**config.mk**
```make
export PLATFORM = sky130hd
export DESIGN_NAME = slru_update
export DESIGN_NICKNAME = d
export VERILOG_FILES = /design/src/sv/slru_pkg.sv /design/src/sv/slru_update.sv
export SDC_FILE = /design/constraint.sdc
export NUM_CORES = 1
export LEC_CHECK = 0
export BUFFER_PORTS_ARGS = -buffer_cell sky130_fd_sc_hd__buf_2
export CORE_AREA = 2 2 459 461
export DETAILED_ROUTE_END_ITERATION = 10
export DIE_AREA = 0 0 461 463
export PLACE_DENSITY = 0.32
export SLEW_MARGIN = 20
export SYNTH_ARGS = -nofsm -noshare
export SYNTH_HDL_FRONTEND = slang
export SYNTH_SLANG_ARGS = --single-unit
export TNS_END_PERCENT = 1
```
**constraint.sdc**
```tcl
create_clock -name vclk -period 11.4
set_clock_uncertainty 0.15 [all_clocks]
set_input_delay 2.85 -clock vclk [all_inputs]
set_output_delay 2.85 -clock vclk [all_outputs]
set_load 0.01 [all_outputs]
```
**src/sv/slru_pkg.sv**
```systemverilog
// Shared constants and types for the set-associative LRU cache lookup.
`default_nettype none

package slru_pkg;

    localparam int ADDR_W      = 48;
    localparam int BLOCK_SHIFT = 6;
    localparam int BLOCK_W     = ADDR_W - BLOCK_SHIFT;
    localparam int SETS        = 2048;
    localparam int SET_BITS    = $clog2(SETS);
    localparam int TAG_W       = BLOCK_W - SET_BITS;
    localparam int DEFAULT_WAYS = 16;
    localparam int MAX_WAYS    = 32;
    localparam int WAY_IDX_W   = $clog2(MAX_WAYS);
    localparam int WAY_OUT_W   = 4;
    localparam int CNT_W       = 32;

    typedef enum logic [1:0] {
        ST_CLEAR,
        ST_IDLE,
        ST_LOOK
    } state_t;

    typedef struct packed {
        logic                 hit;
        logic                 evicted;
        logic [WAY_IDX_W-1:0] way;
    } lookup_t;

endpackage

`default_nettype wire

```
**src/sv/slru_update.sv**
```systemverilog
// Tag compare, victim choice and LRU rank update for one set row.
`default_nettype none

module slru_update #(
    parameter int WAYS = slru_pkg::DEFAULT_WAYS
) (
    input  wire logic [WAYS*(1+slru_pkg::TAG_W+((WAYS > 1) ? $clog2(WAYS) : 1))-1:0] row_rd,
    input  wire logic [slru_pkg::TAG_W-1:0] tag,
    output logic [WAYS*(1+slru_pkg::TAG_W+((WAYS > 1) ? $clog2(WAYS) : 1))-1:0]      row_wr,
    output slru_pkg::lookup_t               res
);

    import slru_pkg::*;

    localparam int RANK_W = (WAYS > 1) ? $clog2(WAYS) : 1;
    localparam int WAY_W  = (WAYS > 1) ? $clog2(WAYS) : 1;
    localparam int TAG_OFS  = WAYS;
    localparam int RANK_OFS = WAYS + WAYS * TAG_W;

    logic                valid   [WAYS];
    logic [TAG_W-1:0]    tags    [WAYS];
    logic [RANK_W-1:0]   ranks   [WAYS];
    logic                hit;
    logic                any_inv;
    logic [WAY_W-1:0]    hit_way;
    logic [WAY_W-1:0]    inv_way;
    logic [WAY_W-1:0]    vict_way;
    logic [WAY_W-1:0]    sel_way;
    logic [RANK_W:0]     old_age;

    always_comb
    begin
        hit      = 1'b0;
        any_inv  = 1'b0;
        hit_way  = '0;
        inv_way  = '0;
        vict_way = '0;
        for (int w = 0; w < WAYS; w++)
        begin
            valid[w] = row_rd[w];
            tags[w]  = row_rd[TAG_OFS + w*TAG_W +: TAG_W];
            ranks[w] = row_rd[RANK_OFS + w*RANK_W +: RANK_W];
        end
        // Scan downward so the lowest-numbered way wins.
        for (int w = WAYS - 1; w >= 0; w--)
        begin
            if (valid[w] && tags[w] == tag)
            begin
                hit     = 1'b1;
                hit_way = WAY_W'(w);
            end
            if (!valid[w])
            begin
                any_inv = 1'b1;
                inv_way = WAY_W'(w);
            end
            // In a full set the ranks form a permutation; the oldest holds WAYS-1.
            if (ranks[w] == RANK_W'(WAYS - 1))
            begin
                vict_way = WAY_W'(w);
            end
        end

        if (hit)
        begin
            sel_way = hit_way;
        end
        else if (any_inv)
        begin
            sel_way = inv_way;
        end
        else
        begin
            sel_way = vict_way;
        end

        if (!hit && any_inv)
        begin
            old_age = (RANK_W+1)'(WAYS);
        end
        else
        begin
            old_age = {1'b0, ranks[sel_way]};
        end

        for (int k = 0; k < WAYS; k++)
        begin
            if (WAY_W'(k) == sel_way)
            begin
                row_wr[k] = 1'b1;
                row_wr[TAG_OFS + k*TAG_W +: TAG_W]    = hit ? tags[k] : tag;
                row_wr[RANK_OFS + k*RANK_W +: RANK_W] = '0;
            end
            else
            begin
                row_wr[k] = valid[k];
                row_wr[TAG_OFS + k*TAG_W +: TAG_W] = tags[k];
                if (valid[k] && ({1'b0, ranks[k]} < old_age))
                begin
                    row_wr[RANK_OFS + k*RANK_W +: RANK_W] = ranks[k] + RANK_W'(1);
                end
                else
                begin
                    row_wr[RANK_OFS + k*RANK_W +: RANK_W] = ranks[k];
                end
            end
        end

        res.hit     = hit;
        res.evicted = !hit && !any_inv;
        res.way     = WAY_IDX_W'(sel_way);
    end

endmodule

`default_nettype wire

```
==> results of run 1 <==
-- kinds of logic (layout without fill, tap and decap cells) --
kind of cell	after synthesis	count (layout)	synth area share, %
and+or+nand+nor	668	668	21.6
muxes	514	514	32.3
AOI/OAI and AO/OA	264	264	10.5
buffers and inverters	238	1886	5.98
xor gates and xnor gates	513	513	25.2
adders and majority gates	64	64	4.49
other	1	60	0.0210
-- worst max-delay path by stage --
stage / startpoint / to / slack, ns
2_1_floorplan: tag[24] / row_wr[554] / 0.03
3_3_place_gp: tag[22] / row_wr[552] / -0.99
3_5_place_dp: tag[22] / row_wr[552] / -0.89
4_1_cts: tag[25] / row_wr[534] / -0.06
5_1_grt: tag[25] / row_wr[566] / -0.09
6_report: tag[29] / row_wr[530] / -0.003
-- timing repair --
item	4_1_cts	5_1_grt
resized for setup	133	231
cloned	3	4
hold buffers	0	0
setup buffers	36	34
pin swaps	59	103
setup endpoints to repair	65	64
-- through the flow --
step | cells | setup slack, ns | total power (W)
after CTS | 6679 | -0.0630 | 0.00158
after floorplan | 2262 | 0.0320 | 0.000573
final | 6774 | -0.00290 | 0.00165
after global routing | 6740 | -0.0865 | 0.00172
after global placement | 6641 | -0.994 | 0.00153
after detailed placement | 6641 | -0.892 | 0.00152
-- cell usage in the layout, fill, tap and decap left out, types with 18 or more instances in the layout --
cell type	synthesis	final
a21o_1	27	27
a21oi_1	41	20
a21oi_2	0	20
a31oi_1	21	18
buf_12	0	110
buf_2	102	1151
buf_4	4	500
buf_6	4	44
diode_2	0	59
ha_1	64	44
ha_4	0	18
inv_1	47	45
mux2_1	26	26
mux2_2	460	457
mux2i_1	28	28
nand2_1	85	81
nand2b_1	20	19
nand3_1	41	35
nand4_1	217	217
nor2_1	78	67
nor2b_1	22	21
nor4_1	83	63
nor4_2	2	18
o21ai_0	65	60
xnor2_1	382	312
xnor2_2	0	55
xor2_1	131	123
-- power breakdown --
group,internal (W),total (W),switching (W)
Combinational,0.000674,0.00165,0.000972
Clock,0.000000000527,0.000000000527,0
Sequential,0,0,0
Total,0.000674,0.00165,0.000972
-- metal layers --
metal  up-vias  global-route usage, %  wire length [um]
li1      11800                      -                 -
met1     13600                   27.8            106000
met2      1378                   39.2            124000
met3       355                   5.67             19400
met4        68                   7.16             10500
met5         -                      0               437
-- area by class of cell --
cell class                      count  area share, %
Tap cell                         2805           9.96
Inverter                           50          0.532
Antenna cell                       59          0.419
Multi-Input combinational cell   2024           52.4
Timing Repair Buffer             1836           36.7
-- tightest hold or removal path: stages --
cell	delay, ns
buf_2	0.09
nand2_1	0.04
o21ai_0	0.06
buf_2	0.13
==> impl_metrics.tcl, run 1 <==
set metrics [dict create \
    antenna_found_initial 137 \
    yosys.area.top_type_share_pct 29.0 \
    drive_above_1_share_pct 65.5 \
    failed_checks "setup timing" \
    min_to "row_wr[163]" \
    p_per_area_nw_per_um2 46.7 \
    final.setup.worst_slack_ns -0.00290 \
    relSlewSlack_pct 29.6 \
    synth_cell_types 76 \
    fillers 23900 \
    rsz0062_at_grt "yes" \
    num_rows 168 \
    grt_pass1_vias 27200 \
    yosysSeqAreaShare_pct 0 \
    cp_top_family "simple AND/OR/NAND/NOR gates" \
    vias_per_cell 4.01 \
    dp_hpwl_mm 228 \
    crit_path_top_delay_cell "or4_4" \
    synth.most_common_cell "mux2_2" \
    multi_input_area_um2 18500 \
    grt_usage_pct 22.9 \
    max-cap-violations 0 \
    crit_cells 28 \
    fin_util_pct 16.9 \
    ys_top_cells_by_area "mux2_2 29%, xnor2_1 19%, nand4_1 7.6%" \
    syn2layout_area_growth_pct 97.7 \
    hold_ws_ns 5.88 \
    hp-start "row_rd[163]" \
    routabilityCongestion 0.951 \
    finalNetCount 4583 \
    drt_iter0_drc 1741 \
    initial_utilization_pct 8.55 \
    crit_type "input port to primary output" \
    startpoint_type "input port" \
    irDropWorstVdd_v 0.0000238 \
    stdcell_area_um2 35300 \
    worstPathBufferInverterCount 7 \
    first_pass_iters 5 \
    grt_max_degree 36 \
    die_area_um2 213000 \
    hold_depth 4 \
    hp-class "input port to primary output" \
    syn_area_per_cell_um2 7.88 \
    max_freq_ghz 0.0877 \
    clkbuf_count 0 \
    layout_min_cycle_time_ns 11.40 \
    place_area_um2 32200 \
    seq_cells 0 \
    ys_warn_count 0 \
    die_w_um 461 \
    yosys.area.top_type "mux2_2" \
    netlist_instances 2262 \
    cpPeakStageDelay_ns 0.64 \
    grt_overflow_total 0 \
    status "finished, violations left" \
    post-route-drc-count 0 \
    setup_viol 1 \
    fin_tns_setup_ns -0.00290 \
    synthesis.nets 2933 \
    ff_latch_area_um2 0 \
    hold_viol_final 0 \
    critPathMaxFanout 8 \
    antenna_left 0 \
    p_leak_nw 14.9 \
    vias 27200 \
    worstPathRequired_ns 8.40 \
    synth_commonest_cells "460 x mux2_2, 382 x xnor2_1, 217 x nand4_1" \
    io_buffers 1189 \
    arrival_ns 8.40 \
    post-route-period-util_pct 100 \
    die_h_um 463 \
    grt_pass1_wl_mm 315 \
    syn_area_um2 17800 \
    maxSlewViolCount 0 \
    wl_per_cell_um 38.5 \
    io_pins 1190 \
    routed_wl_mm 261 \
    cp-end-kind "primary output" \
    tightestPinTransition_ns 1.05 \
    core_region_area_um2 209000 \
]
Power figures use the tool's default switching activity.
==> run 2: changes to the inputs <==
PLACE_DENSITY = not set   (was 0.32)
clock period = 13.7 ns   (was 11.4 ns; I/O delays follow)
==> run 2 against run 1 <==
Net effect: the flow now finishes without violations; critical endpoint is now row_wr[532]; highest routed layer unchanged; combinational power shrank 31%; flip-flop and latch count is the same; clock-buffer cell count is the same; core utilization shrank 3.3 points.
==> impl_metrics.tcl, run 2 (synthesis gave the netlist of run 1 again) <==
set metrics [dict create \
    grt_usage_pct 23.3 \
    tightestPinTransition_ns 1.13 \
    startpoint_type "input port" \
    die_h_um 463 \
    setup_viol 0 \
    layout_min_cycle_time_ns 13.46 \
    relSlewSlack_pct 23.8 \
    post-route-period-util_pct 98.2 \
    final_cells 6304 \
    dp.cells 6221 \
    die_w_um 461 \
    antenna_found_initial 217 \
    hp-class "input port to primary output" \
    worstPathRequired_ns 10.12 \
    dp_hpwl_mm 235 \
    initial_utilization_pct 8.55 \
    clkbuf_count 0 \
    routed_wl_mm 263 \
    p_per_area_nw_per_um2 40.3 \
    arrival_ns 9.88 \
    status "finished, final reports clean" \
    grt_overflow_total 0 \
    routabilityCongestion 1.00 \
    seq_cells 0 \
    layout_commonest_cell "buf_2" \
    hold_viol_final 0 \
    cp_top_family "compound AO/OA/AOI/OAI gates" \
    final_cell_mix "1158 x buf_2, 460 x mux2_2, 382 x xnor2_1, 217 x nand4_1, 160 x buf_4" \
    p_leak_nw 11.3 \
    num_rows 168 \
    core_region_area_um2 209000 \
    crit_type "input port to primary output" \
    grt_pass1_wl_mm 315 \
    grt_max_degree 36 \
    crit_path_top_delay_cell "or4_1" \
    final.setup.worst_slack_ns 0.240 \
    grt_pass1_vias 24400 \
    io_pins 1190 \
    worstPathBufferInverterCount 5 \
    ff_latch_area_um2 0 \
    syn2layout_area_growth_pct 59.1 \
    max_freq_ghz 0.0743 \
    drive_above_1_share_pct 54.7 \
    fillers 24400 \
    first_pass_iters 8 \
    irDropWorstVdd_v 0.0000236 \
    drt_iter0_drc 2448 \
    post-place-ws_ns -0.114 \
    max-cap-violations 0 \
    post-route-drc-count 0 \
    antenna_left 0 \
    cpPeakStageDelay_ns 0.55 \
    rsz0062_at_grt "no" \
    maxSlewViolCount 0 \
    ctsHoldBuffers 0 \
    critPathMaxFanout 14 \
    finalNetCount 4095 \
    vias_per_cell 4.13 \
    die_area_um2 213000 \
    wl_per_cell_um 41.7 \
    vias 26100 \
    io_buffers 1189 \
    cp-end-kind "primary output" \
]
## run 2: final timing paths
kind	slack (ns)	start	depth (start not counted)	endpoint
hold / removal	7.02	row_rd[120]	3	row_wr[120]
setup / recovery	0.24	tag[11]	26	row_wr[532]
## run 2: routing by layer
metal	vias up	track usage, %	wire length, um
li1	10800	-	-
met1	12700	26.8	101000
met2	1948	39.2	123000
met3	561	7.36	24300
met4	36	10.5	14100
met5	-	0	227
## run 2: power by group
part	switching, W	total, W	internal, W	leakage (nW)
Clock	0	0.000000000515	0.000000000515	0.000491
Combinational	0.000748	0.00114	0.000396	11.3
Sequential	0	0	0	0
## run 2: metrics by stage
step | power (W) | util (%) | setup TNS [ns] | area [um^2] | hold WS [ns]
finish | 0.00114 | 13.6 | 0 | 28400 | 7.02
global route | 0.00120 | 13.6 | 0 | 28300 | 7.05
CTS | 0.00114 | 13.5 | 0 | 28200 | 7.02
detailed placement | 0.00114 | 13.5 | -0.114 | 28100 | 7.02
global placement | 0.00114 | 13.5 | -0.0257 | 28100 | 7.02
floorplan | 0.000477 | - | 0 | 17800 | 6.78
## run 2: repair_timing
item / CTS / global route
resized for setup: 0 / 3
pin swaps: 2 / 0
buffers inserted: 6 / 0
setup endpoints to repair: 1 / 5
## run 2: final cells by class
cell class | instances | area (um^2) | area share [%]
Antenna cell | 77 | 193 | 0.679
Inverter | 50 | 188 | 0.662
Multi-Input combinational cell | 2024 | 16900 | 59.6
Tap cell | 2805 | 3510 | 12.4
Timing Repair Buffer | 1348 | 7580 | 26.7
