$ cat src/sv/slru_ram.sv
// Generic single-port RAM with registered read data.
`default_nettype none

module slru_ram #(
    parameter int WIDTH = 8,
    parameter int DEPTH = 16
) (
    input  wire logic                     clk,
    input  wire logic                     we,
    input  wire logic                     re,
    input  wire logic [$clog2(DEPTH)-1:0] addr,
    input  wire logic [WIDTH-1:0]         wdata,
    output logic [WIDTH-1:0]              rdata
);

    logic [WIDTH-1:0] mem_reg [DEPTH];
    logic [WIDTH-1:0] rdata_reg;

    always_ff @(posedge clk)
    begin
        if (we)
        begin
            mem_reg[addr] <= wdata;
        end
        if (re)
        begin
            rdata_reg <= mem_reg[addr];
        end
    end

    assign rdata = rdata_reg;

endmodule

`default_nettype wire

$ cat config.mk
export PLATFORM = sky130hd
export DESIGN_NAME = slru_ram
export DESIGN_NICKNAME = d
export VERILOG_FILES = /design/src/sv/slru_ram.sv
export SDC_FILE = /design/constraint.sdc
export NUM_CORES = 1
export LEC_CHECK = 0
export ABC_CLOCK_PERIOD_IN_PS = 5400
export BUFFER_PORTS_ARGS = -buffer_cell sky130_fd_sc_hd__buf_2
export CORE_AREA = 2 2 100 102
export CTS_BUF_LIST = sky130_fd_sc_hd__clkbuf_2
export DETAILED_ROUTE_END_ITERATION = 12
export DIE_AREA = 0 0 102 104
export PLACE_DENSITY = 0.72
export SYNTH_ARGS = -nofsm -noshare
export SYNTH_HDL_FRONTEND = slang
export SYNTH_SLANG_ARGS = --single-unit
export TNS_END_PERCENT = 30
$ cat constraint.sdc
create_clock -name clk -period 5.4 [get_ports clk]
set_clock_uncertainty 0.2 [all_clocks]
set_input_delay 0.54 -clock clk [delete_from_list [all_inputs] [get_ports clk]]
set_output_delay 0.54 -clock clk [all_outputs]
set_load 0.005 [all_outputs]
==> results of run 1 <==
[per-layer routing]
metal  wire length (um)  GRT usage  share of wire  up-vias
met3                583    0.05712          0.062       10
met2               4764     0.2871           0.51       97
met5                  0          0              0        -
li1                   -          -              -     1048
met4                156    0.08762          0.017        0
met1               3824     0.2749           0.41     1229
[critical path: cells and delay by family]
kind | cells | cell delay [ns]
buffers and inverters | 2 | 1.01
multiplexers | 1 | 0.53
AO/OA/AOI/OAI | 1 | 0.22
AND/OR/NAND/NOR | 1 | 0.08
[cell usage after synthesis (all sizes together)]
cell and instances:
a22oi 16, and2 1, buf 8, clkbuf 3, edfxtp 136, mux4 32, nand2 9, nand2b 2
nand3 1, nand3b 2, nor2 13, nor2b 2, nor3 4, or3b 1
[repair_timing]
item	4_1_cts	5_1_grt
endpoints found under the setup margin	0	0
endpoints found under the hold margin	8	18
hold buffers	1	5
[metrics by stage]
step / std cells / hold slack, ns
global route: 416 / 0.004297
detailed placement: 377 / 0.5550
finish: 416 / 0.07291
CTS: 410 / 0.008712
global placement: 377 / 0.5379
floorplan: 230 / 0.4389
[cell families after synthesis]
family,Yosys count,synth area share
DFF,136,0.7934
and+or+nand+nor,35,0.03160
muxes,32,0.1400
AOI/OAI and AO/OA,16,0.02334
buffers and inverters,11,0.01167
[worst max-delay path by stage]
stage	start	cells past startpoint	slack (ns)	endpoint
after floorplan	addr[2]	2	3.17	mem_reg[0][0]$_DFFE_PP_
after global placement	addr[0]	5	2.47	rdata[2]$_DFFE_PP_
after detailed placement	addr[0]	5	2.45	rdata[3]$_DFFE_PP_
after CTS	addr[0]	5	3.19	rdata[3]$_DFFE_PP_
after global routing	addr[0]	5	3.07	rdata[2]$_DFFE_PP_
final	addr[0]	5	3.20	rdata[2]$_DFFE_PP_
[layout make-up]
class	count	share of cell area
sequential	136	0.7110
multi-input combinational	83	0.1747
clock inverter	14	0.03572
timing repair buffer	31	0.03354
tap	133	0.02897
clock buffer	18	0.01568
antenna	1	0.0004356
[power breakdown]
| part | internal [mW] | total (mW) | switching (mW) |
|---|---|---|---|
| registers | 1.19 | 1.19 | 0.00617 |
| clock network | 0.348 | 0.692 | 0.344 |
| logic | 0.0446 | 0.108 | 0.0630 |
==> summary.md, run 1 <==
The flip-flop count of the largest register, all copies and words added is 128. The clock passes through at most 2 buffers. For the sequential share of the synthesized area, the log shows 0.7934. The endpoint of the worst hold-timing path was mem_reg[4][0]$_DFFE_PP_. The buffer count from post-CTS setup fixing was 0; the H-tree depth was 4.

The clock network latency to the later pin of the worst-skew pair was 0.65 ns. The final layout contains 284 nets. The total routing usage reported by global routing came out at 0.1955. The area share of the largest cell type after synthesis came out at 0.7934. Worst slew margin relative to its limit: 0.1717. The max capacitance violation total is 0, and the count of pins over their slew limit is 0. The floorplan step defined a core boundary enclosing 0.009549 mm2.

The tools report the origin of the worst min-delay path as wdata[0]. After clock tree synthesis, the clock-pin slew on the worst setup and hold paths is 0.19 ns. The worst register-to-register path begins at mem_reg[3][5]$_DFFE_PP_.

For this run the aggregate overflow at the end of global routing stands at 0. Required time of the critical path: 5.63 ns. In the post-route analysis, the smallest setup slack over all paths is 3.204 ns. The vias per cell came out at 5.731. The number of warnings issued by yosys was 0. The minimum setup slack among reg-to-reg paths came out at 3.67 ns. The post-synthesis area per instance came out at 22.38 um2.

The tools report the nature of the critical path endpoint as a flop. After routing the design area is 0.005744 mm2. Synthesis produced a netlist whose cell count is 230. The synthesized design spends more area on one cell type than any other, namely edfxtp_1. The worst register-to-register path ends at rdata[5]$_DFFE_PP_. Dividing the detail-routed wire length by the instance count gives 22.43 um.

The tools report the number of detailed-route iterations in the first pass as 5. Summed over all layers, the routed wires come to 9329 um. The logs give 2.42 ns for the data arrival time of the critical path and 17 for the number of CTS-inserted buffers.

The final core utilization is 0.6015. The maximum achievable frequency is 455.4 MHz. For the full die area, the log shows 0.01061 mm2.

Footprint of the multi-input gates: 0.001003 mm2. The depth of the worst register-to-register path was 3; the minimum period implied by the final worst setup slack was 2.196 ns. Post-place instance area: 0.005386 mm2. Timing analysis after detailed placement gives a worst setup slack of 2.446 ns.

After synthesis the netlist holds a flip-flop and latch count of 136. The flow ran to the end, and the final reports show no timing, DRC or antenna violations. The initialized floorplan defines 36 standard-cell rows.

The die span in x came out at 102 um. The setup path with the least slack is of type input port to flop. The actual transition at the worst max-transition pin is 1.233 ns, and the cell area after synthesis is 0.005147 mm2. Port buffering added 22 buffers. After detailed routing, the number of remaining DRC violations is 0. The slowest stage of the critical path belongs to the cell buf_2. Setup violations remaining at the end of the flow were counted as 0. Once detailed placement completed, the half-perimeter wirelength came to 5769 um. The library cell used most frequently in the layout, excluding fill and tap cells, is edfxtp_1.

Registers take 0.004084 mm2. The fraction of layout instances using a drive strength above 1 was 0.3156. The analysis attributes to cell leakage a power of 1.840 nW. The fraction of the cycle the final worst path needs came out at 0.4066.

For the number of resized instances in the post-cts repair step, the log shows 0. The run gives 1.994 mW as the power consumption. The via count of the routed design is 2384, and the power density normalized to cell area is 347.0 mW/mm2.

The first global-routing pass estimated 14190 um of wire. Of all nets on the critical path, the largest fanout is 27. The clock sink total came out at 136. Entering global routing, the biggest net connects 40 pins.

When the netlist entered floorplanning its net count stood at 245. The tools report the count of pins on the block boundary as 23. Relative to the synthesized area, the layout overhead comes to 11.59%. In the layout the commonest cells are edfxtp_1 (136), mux4_2 (32), buf_2 (22), clkbuf_2 (18), a22oi_1 (16).

Sorting the synthesized cells by area gives the leading types as edfxtp_1 (79%), mux4_2 (14%), a22oi_1 (2.3%). The layout has 701 filler cells. The hold-critical path depth is 1, and the initial antenna violation count is 1. For this block, the initial DRC count from the detailed router was 263. Root cell of the clock tree: clkbuf_2.

The effective utilization at floorplan is 0.5390, and the final-layout setup total negative slack is 0 ns. The number of global-route vias before repair is 2378. In this run the remaining antenna-violating nets after routing total 0. Routability-driven placement finished with a final weighted congestion of 0.7740.

Hold violation count in the final report: 0. Setup repair after global routing left no endpoint under its margin. The maximum vdd drop is 0.1614 mV, and the height of the die is 104 um. The launching element type of the critical path is an input port.

The path category of the worst min-delay check is input port to flop. In this run, distinct cell masters in the synthesized netlist total 17. The largest stage delay on the critical path works out to 0.62 ns. The signal on the critical path passes through buf_2, buf_4, mux4_2, a22oi_1, nand2_1.

TritonCTS built the clock tree.
Power figures use the tool's default switching activity.
==> inputs of run 2 (changes only) <==
Settings changed: ABC_AREA set to 1, ABC_CLOCK_PERIOD_IN_PS 5400 to 2100, CORE_AREA 2 2 100 102 to 2 2 105 107, DIE_AREA 0 0 102 104 to 0 0 107 109, PLACE_DENSITY 0.72 to 0.71.
Clock period 5.4 ns to 2.1 ns, I/O delays scaled along.
==> run 2 against run 1 <==
  * The flow now finishes with violations (setup timing)
  * Register-to-register slack worse by 3.4 ns
  * Via count is 58% higher
  * Critical path depth grew 5
  * Non-clock buffer count grew 33
  * Clock power increased by 120%
  * Worst hold slack improved by 0.020 ns
  * Wire length is 24% higher
  * Sequential share of layout area fell by 8.0 points
  * Core utilization up 0.88 points
  * Die area up 9.9%
  * Synthesized area up 10%
  * Largest cell class unchanged
==> summary.md, run 2 <==
Full die area: 0.01166 mm2 (was 0.01061 mm2). Clock share of power: 0.310 (was 0.347). The count of routing violations after the opening detailed-route iteration is 279 (was 263), and the flip-flop and latch count after synthesis is 136 (unchanged). The number of standard cells in the final layout excluding fillers was 764 (was 416).

Counting I/O delays and the setup requirement, the final critical path takes 2.141 ns. The power consumption was 5.009 mW (was 1.994 mW). Global-route wire length before repair: 18040 um (was 14190 um).

TritonCTS built the clock tree. The number of detailed-route iterations in the first pass is 5 (unchanged), and the buffering stage count on the worst path with inverters included is 6 (was 2). The logs give 0 (unchanged) for the hold violation count in the final report and 23 (unchanged) for the count of pins on the block boundary. The fraction of the cycle the final worst path needs came out at 1.020. For the effective utilization at floorplan, the log shows 0.5350 (was 0.5390). Post-synthesis to final-layout area growth: 14.07% (was 11.59%).

The height of the die is 109 um (was 104 um). The tools report the number of warnings issued by yosys as 0 (unchanged). The smallest setup slack after layout was -0.04141 ns (was 3.204 ns); the net total in the final layout was 625 (was 284).

The logs give 2.35 ns (was 5.63 ns) for the required time of the critical path and 7531 um (was 5769 um) for the detailed placement HPWL. The total placed cells including tap cells was 715 (was 377). The sequential share of the synthesized area was 0.7199 (was 0.7934). The switching part of the total power is 0.2325 (was 0.2074), and the clock sink total is 136 (unchanged). The flip-flop count of the largest register, all copies and words added came out at 128 (unchanged).

Launching element type of the critical path: an input port (unchanged). For the leakage dissipation, the log shows 2.796 nW (was 1.840 nW). Actual transition at the worst max-transition pin: 0.4280 ns (was 1.233 ns).

The kind of cell with the highest combined delay on the critical path was buffers and inverters (unchanged). The number of filler cells placed in the layout was 872 (was 701); the number of buffers inserted by port buffering was 22 (unchanged). For the gate count after technology mapping, the log shows 548 (was 230). The via count of the routed design is 3774 (was 2384). The data arrival time of the critical path is 2.39 ns (was 2.42 ns). The area share of the largest cell type after synthesis came out at 0.7199 (was 0.7934).

Leading cell type in the layout, fill and taps excluded: nand2_1 (was edfxtp_1). The post-synthesis area per instance is 10.35 um2 (was 22.38 um2). The tools report the total routing usage reported by global routing as 0.2154 (was 0.1955). The flow ran to the end, but the final reports show violations. Final RePlAce weighted congestion: 0.8989 (was 0.7740). The run gives 0 (unchanged) as the total DRC errors in the routed layout. For the worst slew margin relative to its limit, the log shows 0.7147 (was 0.1717).

The maximum vdd drop is 0.4712 mV (was 0.1614 mV). The clock network latency to the later pin of the worst-skew pair is 0.66 ns (was 0.65 ns). The startpoint-to-endpoint class of the critical path is input port to flop (unchanged). Ordered list of cells on the worst path: dlygate4sd3_1, buf_4, nor2_1, dlygate4sd3_1, buf_6, nand2_1, nand2_1, dlygate4sd3_1, inv_1, nand2_1 (was buf_2, buf_4, mux4_2, a22oi_1, nand2_1). For the number of CTS-inserted buffers, the log shows 17 (unchanged). Root cell of the clock tree: clkbuf_2 (unchanged). The predominant post-synthesis flop cell was edfxtp_1 (unchanged). The slowest library cell on the worst path is dlygate4sd3_1 (was buf_2).

The run gives 38 (was 36) as the cell row count. The cell type with the largest total area after synthesis was edfxtp_1 (unchanged). The checks that failed: setup timing. The tools report the number of endpoints failing setup at the final stage as 1 (was 0). Post-synth top cells: nand2_1 (346), edfxtp_1 (136), inv_1 (21) (was edfxtp_1 (136), mux4_2 (32), a22oi_1 (16)).

The logs give 3.844 mW (was 1.580 mW) for the design internal power and 42 (was 40) for the pin count of the biggest net entering global routing. The final core utilization was 0.6103 (was 0.6015); the routed wirelength normalized by instance count was 15.18 um (was 22.43 um). The cell area after synthesis came out at 0.005673 mm2 (was 0.005147 mm2). The fraction of layout instances using a drive strength above 1 was 0.1252 (was 0.3156); the share of synthesized registers carrying an async set or reset was 0 (unchanged). Top cells by area in the synthesized netlist: edfxtp_1 (72%), nand2_1 (23%), inv_1 (1.4%) (was edfxtp_1 (79%), mux4_2 (14%), a22oi_1 (2.3%)). The maximum achievable frequency was 467.0 MHz; the sequential power share was 0.613 (was 0.599). The run gives -0.04141 ns (was 0 ns) as the final-layout setup total negative slack. The vias per cell is 4.940 (was 5.731). Power density normalized to cell area: 774.1 mW/mm2 (was 347.0 mW/mm2). Remaining antenna violation count: 0 (unchanged). The tools report the max capacitance violation total as 0 (unchanged). The most used standard cell by instance count after synthesis is nand2_1 (was edfxtp_1). Path category of the worst min-delay check: input port to flop (unchanged). The logs give 0.001386 mm2 (was 0.001003 mm2) for the footprint of the multi-input gates and 0 (unchanged) for the remaining global-route overflow. The combined flip-flop and latch cell area was 0.004084 mm2 (unchanged); the buffer count from post-CTS setup fixing was 0 (unchanged).

H-tree depth: 4 (unchanged). The nature of the critical path endpoint was a flop (unchanged). The logs give 0.09289 ns (was 0.07291 ns) for the worst hold-check slack and 563 (was 245) for the net count of the mapped netlist. The logs give 2 (unchanged) for the buffer levels on the longest clock path and 10 (was 17) for the number of distinct library cell variants in the gate-level netlist after synthesis. The number of global-route vias before repair was 3614 (was 2378); the maximum net fanout on the critical path was 8 (was 27).

The number of flops mapped to enable cells by yosys was 136 (unchanged); the standard cell core area was 0.01060 mm2 (was 0.009549 mm2). Setup repair after global routing left no endpoint under its margin. The clock transition at the register clock pins on the worst setup and hold paths after CTS works out to 0.19 ns (about the same). The die span in x is 107 um (was 102 um), and the initial antenna violation count is 1 (unchanged). The proportion of power drawn by combinational gates is 0.077 (was 0.054).

The tools report the final routed wirelength across all metal layers as 11600 um (was 9329 um). Most frequent cells in the layout: nand2_1 (346), edfxtp_1 (136), buf_4 (26), inv_1 (21), buf_2 (20) (was edfxtp_1 (136), mux4_2 (32), buf_2 (22), clkbuf_2 (18), a22oi_1 (16)). The logs give 1.165 mW (was 413.5 uW) for the reported net switching power and 0 (unchanged) for the count of pins over their slew limit. The largest stage delay on the critical path is 0.58 ns (was 0.62 ns).
run 2: cell types whose count changed after synthesis, sizes merged, moves of 2 or more:
| cell | previous run | this run |
|---|---|---|
| inv | 0 | 22 |
| nand3b | 2 | 0 |
| nand2 | 9 | 346 |
| a22oi | 16 | 0 |
| nor3 | 4 | 0 |
| buf | 8 | 18 |
| nor2 | 13 | 18 |
| nand2b | 2 | 0 |
| nor2b | 2 | 0 |
| mux4 | 32 | 0 |
| nand3 | 1 | 4 |
run 2: power by group through the flow:
stage,combinational (mW),sequential (mW),clock (mW)
finish,0.386,3.07,1.55
global route,0.435,3.08,1.69
CTS,0.386,3.07,1.59
detailed placement,0.363,3.13,0
global placement,0.359,3.13,0
floorplan,0.210,3.13,0
run 2: kinds of logic (layout without fill, tap and decap cells):
kind of cell / count (synthesis) / after routing / synth area share
simple gates: 368 / 368 / 0.2444
flops: 136 / 136 / 0.7199
buf+inv: 44 / 119 / 0.03573
other cells: 0 / 1 / 0
run 2: stage by stage:
step                setup WS (ns)  area (um2)
floorplan                  0.3128        5673
global placement           0.3244        6050
detailed placement         0.3327        6050
CTS                       0.02072        6460
global route             0.006356        6471
finish                   -0.04141        6471
run 2: repair_timing:
action | in CTS | in global routing
setup endpoints to repair | 0 | 1
hold endpoints to repair | 216 | 0
hold buffers | 16 | 0
gates resized for setup | 0 | 3
run 2: final timing paths:
path	startpoint	end	slack, ns	cells past startpoint
worst max-delay path	addr[3]	rdata[3]$_DFFE_PP_	-0.04	10
worst min-delay path	addr[0]	rdata[5]$_DFFE_PP_	0.09	9
worst max register to register	mem_reg[5][3]$_DFFE_PP_	rdata[3]$_DFFE_PP_	0.26	9
worst min register to register	mem_reg[0][1]$_DFFE_PP_	rdata[1]$_DFFE_PP_	0.61	8
run 2: worst reg2reg max path, delay by kind of cell, from the launching register on:
kind	cells	cell delay [ns]
simple gates	7	0.44
flops	1	0.41
buf+inv	2	0.60
run 2: final cells by class:
class                   instances  share of cell area
well taps                     140             0.02707
clock inverters                13             0.02398
clock buffers                  19             0.01469
diodes                          1           0.0003867
repair buffers                 64             0.07521
multi-input cells             368              0.2142
inverters                      23             0.01334
flip-flops and latches        136              0.6311
run 2: routing by layer:
layer,global-route usage,part of all wire
met1,0.2902,0.44
met2,0.3490,0.49
met3,0.05140,0.064
met4,0.07236,0.012
met5,0,0
